## src/hdl/fcr_ram.sv

```systemverilog
`default_nettype none
// ----------------------------------------------------------------------------
// fcr_ram
// Simple dual-port RAM, one write and one read port, registered read data.
// ----------------------------------------------------------------------------
module fcr_ram #(
  parameter int unsigned WIDTH = 8,
  parameter int unsigned DEPTH = 16
) (
  input  logic                     clk_i,
  input  logic                     we_i,
  input  logic [$clog2(DEPTH)-1:0] waddr_i,
  input  logic [WIDTH-1:0]         wdata_i,
  input  logic [$clog2(DEPTH)-1:0] raddr_i,
  output logic [WIDTH-1:0]         rdata_o
);

  logic [WIDTH-1:0] mem [DEPTH];
  logic [WIDTH-1:0] rdata_q;

  always_ff @(posedge clk_i) begin
    if (we_i) mem[waddr_i] <= wdata_i;
    rdata_q <= mem[raddr_i];
  end

  assign rdata_o = rdata_q;

endmodule
`default_nettype wire
```

## config.mk

```make
export PLATFORM = sky130hd
export DESIGN_NAME = fcr_ram
export DESIGN_NICKNAME = d
export VERILOG_FILES = /design/src/hdl/fcr_ram.sv
export SDC_FILE = /design/constraint.sdc
export NUM_CORES = 1
export LEC_CHECK = 0
export BUFFER_PORTS_ARGS = -buffer_cell sky130_fd_sc_hd__buf_4
export CAP_MARGIN = 5
export CORE_MARGIN = 2
export CORE_UTILIZATION = 40
export CTS_BUF_LIST = sky130_fd_sc_hd__clkbuf_8
export CTS_CLUSTER_DIAMETER = 30
export CTS_CLUSTER_SIZE = 8
export DETAILED_ROUTE_END_ITERATION = 8
export PLACE_DENSITY = 0.59
export SETUP_SLACK_MARGIN = 0.05
export SLEW_MARGIN = 0
export SYNTH_ARGS = -nofsm -noshare
export SYNTH_HDL_FRONTEND = slang
export SYNTH_SLANG_ARGS = --single-unit
```

## constraint.sdc

```tcl
create_clock -name clk_i -period 5.4 [get_ports clk_i]
set_input_delay 1.08 -clock clk_i [delete_from_list [all_inputs] [get_ports clk_i]]
set_output_delay 1.08 -clock clk_i [all_outputs]
set_load 0.01 [all_outputs]
```

==> flow_summary.yaml, run 1 <==
power:
  p_sw_share_pct: 20.8
  cell_internal_pwr_mw: 1.66
  p_comb_share_pct: 5.3
  clockPowerShare_pct: 38.1
  vdd_drop_max_mv: 0.162
  leakage_nw: 1.93
  total_power_mw: 2.09
  pwr-share-seq_pct: 56.6
  p_per_area_nw_per_um2: 356
  switchingPower_uw: 435
routing:
  wirelength_um: 9240
  drc: 0
  via_per_inst: 5.13
  wl_per_cell_um: 20.5
  vias: 2307
  firstDrtPassIters: 6
  drtIter0Drc: 162
  ant_nets: 0
setup_path:
  slowest_stage: "nor3_1"
  worstSetupPathType: "in2reg"
  crit_buf_inv: 1
  cp_max_fo: 8
  required_ns: 5.43
  worst_path_largest_cell_delay_ns: 0.87
  crit_arrival_ns: 2.58
  cp_top_family: "simple AND/OR/NAND/NOR gates"
  end_kind: "register"
  crit_chain: "buf_4, or3b_2, nor3_1"
  startpoint_type: "input pin"
global_route:
  grt_pass1_vias: 2408
  overflow: 0
  grt_max_degree: 33
  grt_pass1_wl_um: 14300
  grt_usage_pct: 14.5
  antenna_found_initial: 0
die:
  dieHeight_um: 117
  ioPinCount: 26
  initial_core_util_pct: 41.0
  rows: 41
  core_sq_um: 12600
  die_width_um: 117
  die_area_sq_um: 13800
layout:
  final.fill_count: 1045
  insertedDiodeCount: 0
  layout.nets: 283
  syn_to_final_growth_pct: 14.2
  layout-drive-gt1-share_pct: 27.7
clock_tree:
  clock_path_buffers: 2
  hold_buffers: 0
  cts_root_buf: "clkbuf_8"
  clk_pin_slew_ns: 0.08
  cts_sinks: 136
  cts_buffers: 17
  cts_resized: 0
  htreeDepth: 4
  cts_tree: "done"
  clk_latency_ns: 0.42
  post_cts_buffers: 0
timing:
  finClkSkew_ns: 0.0101
  maxSlewViolCount: 0
  hold_ws_ns: 0.655
  max_slew.worst_pin.slew_ns: 1.12
  timing.final.crit_share_pct: 47.2
  setup_violations: 0
  slew_headroom_pct: 24.9
  final.setup.tns_ns: 0
  fin_crit_ns: 2.55
  max_freq_mhz: 392
  hold_viol_final: 0
  rsz0062_at_grt: "no"
synth:
  ys_warn_count: 0
  synth.distinct_cells: 19
  syn-num-nets: 247
  ys_ff_latch: 136
  ys_seq_area_share_pct: 77.8
  synthCells: 229
  synthesis.area_sq_um: 5150
  syn_avg_cell_area_sq_um: 22.5
outcome:
  status: "finished, final reports clean"
place:
  port_buffers: 25
  dp_hpwl_um: 5680
  gp_congestion: 0.705
worst_hold_path:
  hp-class: "reg2reg"
run:
  drv_cap: 0
==> metal layers <==
layer / global-route usage, % / share of wire [%]
met1: 18.6 / 44
met4: 4.97 / 1.1
met5: 0 / 0
met2: 24.2 / 51
met3: 3.89 / 3.9
==> power groups by stage <==
| stage | Combinational [mW] | Sequential [mW] | Clock (mW) |
|---|---|---|---|
| global route | 0.121 | 1.19 | 0.873 |
| detailed placement | 0.114 | 1.21 | 0 |
| global placement | 0.112 | 1.21 | 0 |
| floorplan | 0.0599 | 1.21 | 0 |
| CTS | 0.114 | 1.18 | 0.819 |
| finish | 0.111 | 1.18 | 0.799 |
==> logic make-up after synthesis <==
logic type	synth area share [%]
flops	77.8
simple gates	3.18
mux	15.0
compound gates	2.33
buf+inv	1.68
==> tightest hold or removal path, delay by kind of cell, from the launching register on <==
kind	cells	cell delay, ns
AO/OA/AOI/OAI	1	0.05
AND/OR/NAND/NOR	1	0.05
flip-flops	1	0.31
multiplexers	1	0.22
==> placed cells by master (no fill, tap or decap), types with 2 or more instances in the layout <==
cell	synthesis	layout
a22oi_1	16	16
buf_4	1	27
bufinv_16	0	2
clkbuf_8	0	19
clkinv_2	0	3
clkinv_4	0	3
clkinvlp_4	0	3
dfxtp_1	8	8
edfxtp_1	128	128
inv_1	0	2
mux4_1	14	14
mux4_2	18	18
nand2_1	9	9
nand2b_1	2	2
nand3b_1	2	2
nor2_1	13	13
nor3_1	4	3
==> final timing paths <==
kind              slack (ns)        from         end  cells after the start
hold reg to reg         0.65  mem[14][1]  rdata_o[1]                      3
setup reg to reg        4.00   mem[5][0]  rdata_o[0]                      3
hold / removal          0.65  mem[14][1]  rdata_o[1]                      3
setup / recovery        2.85  waddr_i[2]   mem[0][3]                      3
==> flip-flops by register name, indices dropped and copies added, names as in the netlist <==
signal   flops
mem        128
rdata_o      8
==> through the flow <==
step | utilization (%) | worst slack [ns] | area (sq um) | std cells
after detailed placement | 43.6 | 2.41 | 5480 | 418
after global placement | 43.6 | 2.44 | 5480 | 418
after CTS | 46.8 | 2.83 | 5880 | 450
final | 46.8 | 2.85 | 5880 | 450
after floorplan | - | 2.83 | 5150 | 229
after global routing | 46.8 | 2.76 | 5880 | 450
==> final cells by class <==
| type | instances | area [sq um] | area share [%] |
|---|---|---|---|
| Clock buffer | 19 | 262 | 4.45 |
| Clock inverter | 13 | 131 | 2.24 |
| Multi-Input combinational cell | 83 | 1060 | 18.1 |
| Sequential cell | 136 | 4000 | 68.1 |
| Tap cell | 172 | 215 | 3.66 |
| Timing Repair Buffer | 27 | 203 | 3.45 |
==> cells in the mapped netlist <==
cell type | count | share of area (%)
nand2_1 | 9 | 0.66
nand2b_1 | 2 | 0.24
and2b_1 | 1 | 0.15
buf_2 | 3 | 0.29
edfxtp_1 | 128 | 75
dfxtp_1 | 8 | 3.1
nor3_1 | 4 | 0.39
a22oi_1 | 16 | 2.3
mux4_2 | 18 | 7.9
mux4_1 | 14 | 7.1
nor2_1 | 13 | 0.95
nand3_1 | 1 | 0.097
buf_6 | 3 | 0.66
buf_4 | 1 | 0.15
or3b_2 | 1 | 0.17
clkdlybuf4s25_2 | 3 | 0.58
nor2b_1 | 1 | 0.12
and2_1 | 1 | 0.12
nand3b_1 | 2 | 0.29
No activity file was read; power rests on OpenSTA's default activity.
==> run 2, diff against run 1 <==
- PLACE_DENSITY: 0.59 -> 0.61
- clock period: 5.4 -> 2.11 ns (I/O delays scaled with it)
==> run 2 against run 1 <==
Net effect: combinational power grew to 2.7 times the previous value; clock-buffer cell count is 2 lower; final cell count is 4.2% higher; register-to-register slack worse by 3.2 ns; wire length is 0.40% higher; first-iteration DRC count is 36% higher; non-clock buffer count is 19 higher; sequential share of layout area is 2.2 points lower; utilization is 1.5 points higher; critical endpoint is now rdata_o[1]; highest routed layer unchanged.
==> flow_summary.yaml, run 2 (synthesis results as in run 1) <==
layout:
  final.fill_count: 1036
  final_common_cell: "edfxtp_1"
  top_register: "mem"
  layout-drive-gt1-share_pct: 32.0
  layout.nets: 302
  largest_reg_flops: 128
  insertedDiodeCount: 0
  layout_common_cells: "128 x edfxtp_1, 43 x buf_4, 18 x mux4_2"
  syn_to_final_growth_pct: 17.9
routing:
  drc: 0
  ant_nets: 0
  wirelength_um: 9280
  wl_per_cell_um: 19.8
  firstDrtPassIters: 4
  drtIter0Drc: 220
  vias: 2370
  via_per_inst: 5.05
global_route:
  grt_max_degree: 22
  grt_pass1_wl_um: 14300
  antenna_found_initial: 0
  overflow: 0
  grt_pass1_vias: 2526
  grt_usage_pct: 14.4
timing:
  finClkSkew_ns: 0.00955
  rsz0062_at_grt: "no"
  final.setup.tns_ns: 0
  fin_crit_ns: 1.46
  slew_headroom_pct: 72.8
  max_slew.worst_pin.slew_ns: 0.408
  hold_ws_ns: 0.286
  maxSlewViolCount: 0
  setup_violations: 0
  timing.final.crit_share_pct: 69.4
  max_freq_mhz: 683
  hold_viol_final: 0
power:
  p_per_area_nw_per_um2: 908
  vdd_drop_max_mv: 0.405
  leakage_nw: 2.04
die:
  dieHeight_um: 117
  rows: 41
  initial_core_util_pct: 41.0
  die_area_sq_um: 13800
  die_width_um: 117
  core_sq_um: 12600
  ioPinCount: 26
clock_tree:
  cts_sinks: 136
  clk_latency_ns: 0.43
  clock_path_buffers: 2
  htreeDepth: 4
  post_cts_buffers: 0
  cts_root_buf: "clkbuf_8"
  hold_buffers: 0
  clk_pin_slew_ns: 0.08
  cts_tree: "done"
  cts_buffers: 17
  cts_resized: 0
setup_path:
  end_kind: "register"
  worstSetupPathType: "in2reg"
  startpoint_type: "input pin"
  required_ns: 2.42
  cp_max_fo: 13
  crit_arrival_ns: 1.78
run:
  drv_cap: 0
worst_hold_path:
  hp-class: "in2reg"
place:
  dp_hpwl_um: 5940
  gp_congestion: 0.708
  port_buffers: 25
outcome:
  status: "finished, final reports clean"
## run 2: changes by cell type in the layout (fill, tap and decap cells not counted), moves of 2 or more
cell	delta
buf_4	+16
buf_12	+3
inv_6	+3
clkbuf_8	-2
clkinv_1	+2
clkinvlp_4	-2
inv_1	-2
## run 2: per-stage QoR
step                util [%]  instance area (sq um)  setup WS [ns]  power [mW]  instances
finish                  48.3                   6070          0.646        5.51        469
global route            48.3                   6070          0.564        5.70        469
CTS                     48.3                   6070          0.628        5.56        469
detailed placement      45.0                   5660          0.158        3.40        437
global placement        45.0                   5660          0.154        3.40        437
floorplan                  -                   5150          0.195        3.25        229
## run 2: final timing paths
kind,startpoint,end,slack [ns],cells past startpoint
setup / recovery,raddr_i[0],rdata_o[1],0.65,5
hold / removal,wdata_i[0],mem[6][0],0.29,1
setup reg to reg,mem[9][1],rdata_o[1],0.76,3
hold reg to reg,mem[13][3],rdata_o[3],0.67,3
## run 2: layer usage
layer	up-vias	global-route usage, %	routed length, um
met4	0	5.72	119
met5	-	0	0
met3	9	4.57	479
met2	65	23.9	4730
li1	1083	-	-
met1	1213	17.6	3950
## run 2: final cells by class
cell class	count	area, sq um	share of cell area, %
flip-flops and latches	136	4000	66.0
multi-input cells	83	1060	17.4
repair buffers	46	383	6.31
clock buffers	17	234	3.85
well taps	172	215	3.55
clock inverters	15	176	2.91
## run 2: worst max-delay path, stage by stage
cell and delay [ns]:
buf_4 0.21, buf_12 0.19, mux4_1 0.57, a22oi_1 0.30, nand2_1 0.08
## run 2: where the power goes
group	internal [mW]	total [mW]	switching, mW
clock	1.17	2.17	0.998
combinational	0.145	0.302	0.157
sequential	3.02	3.04	0.0192
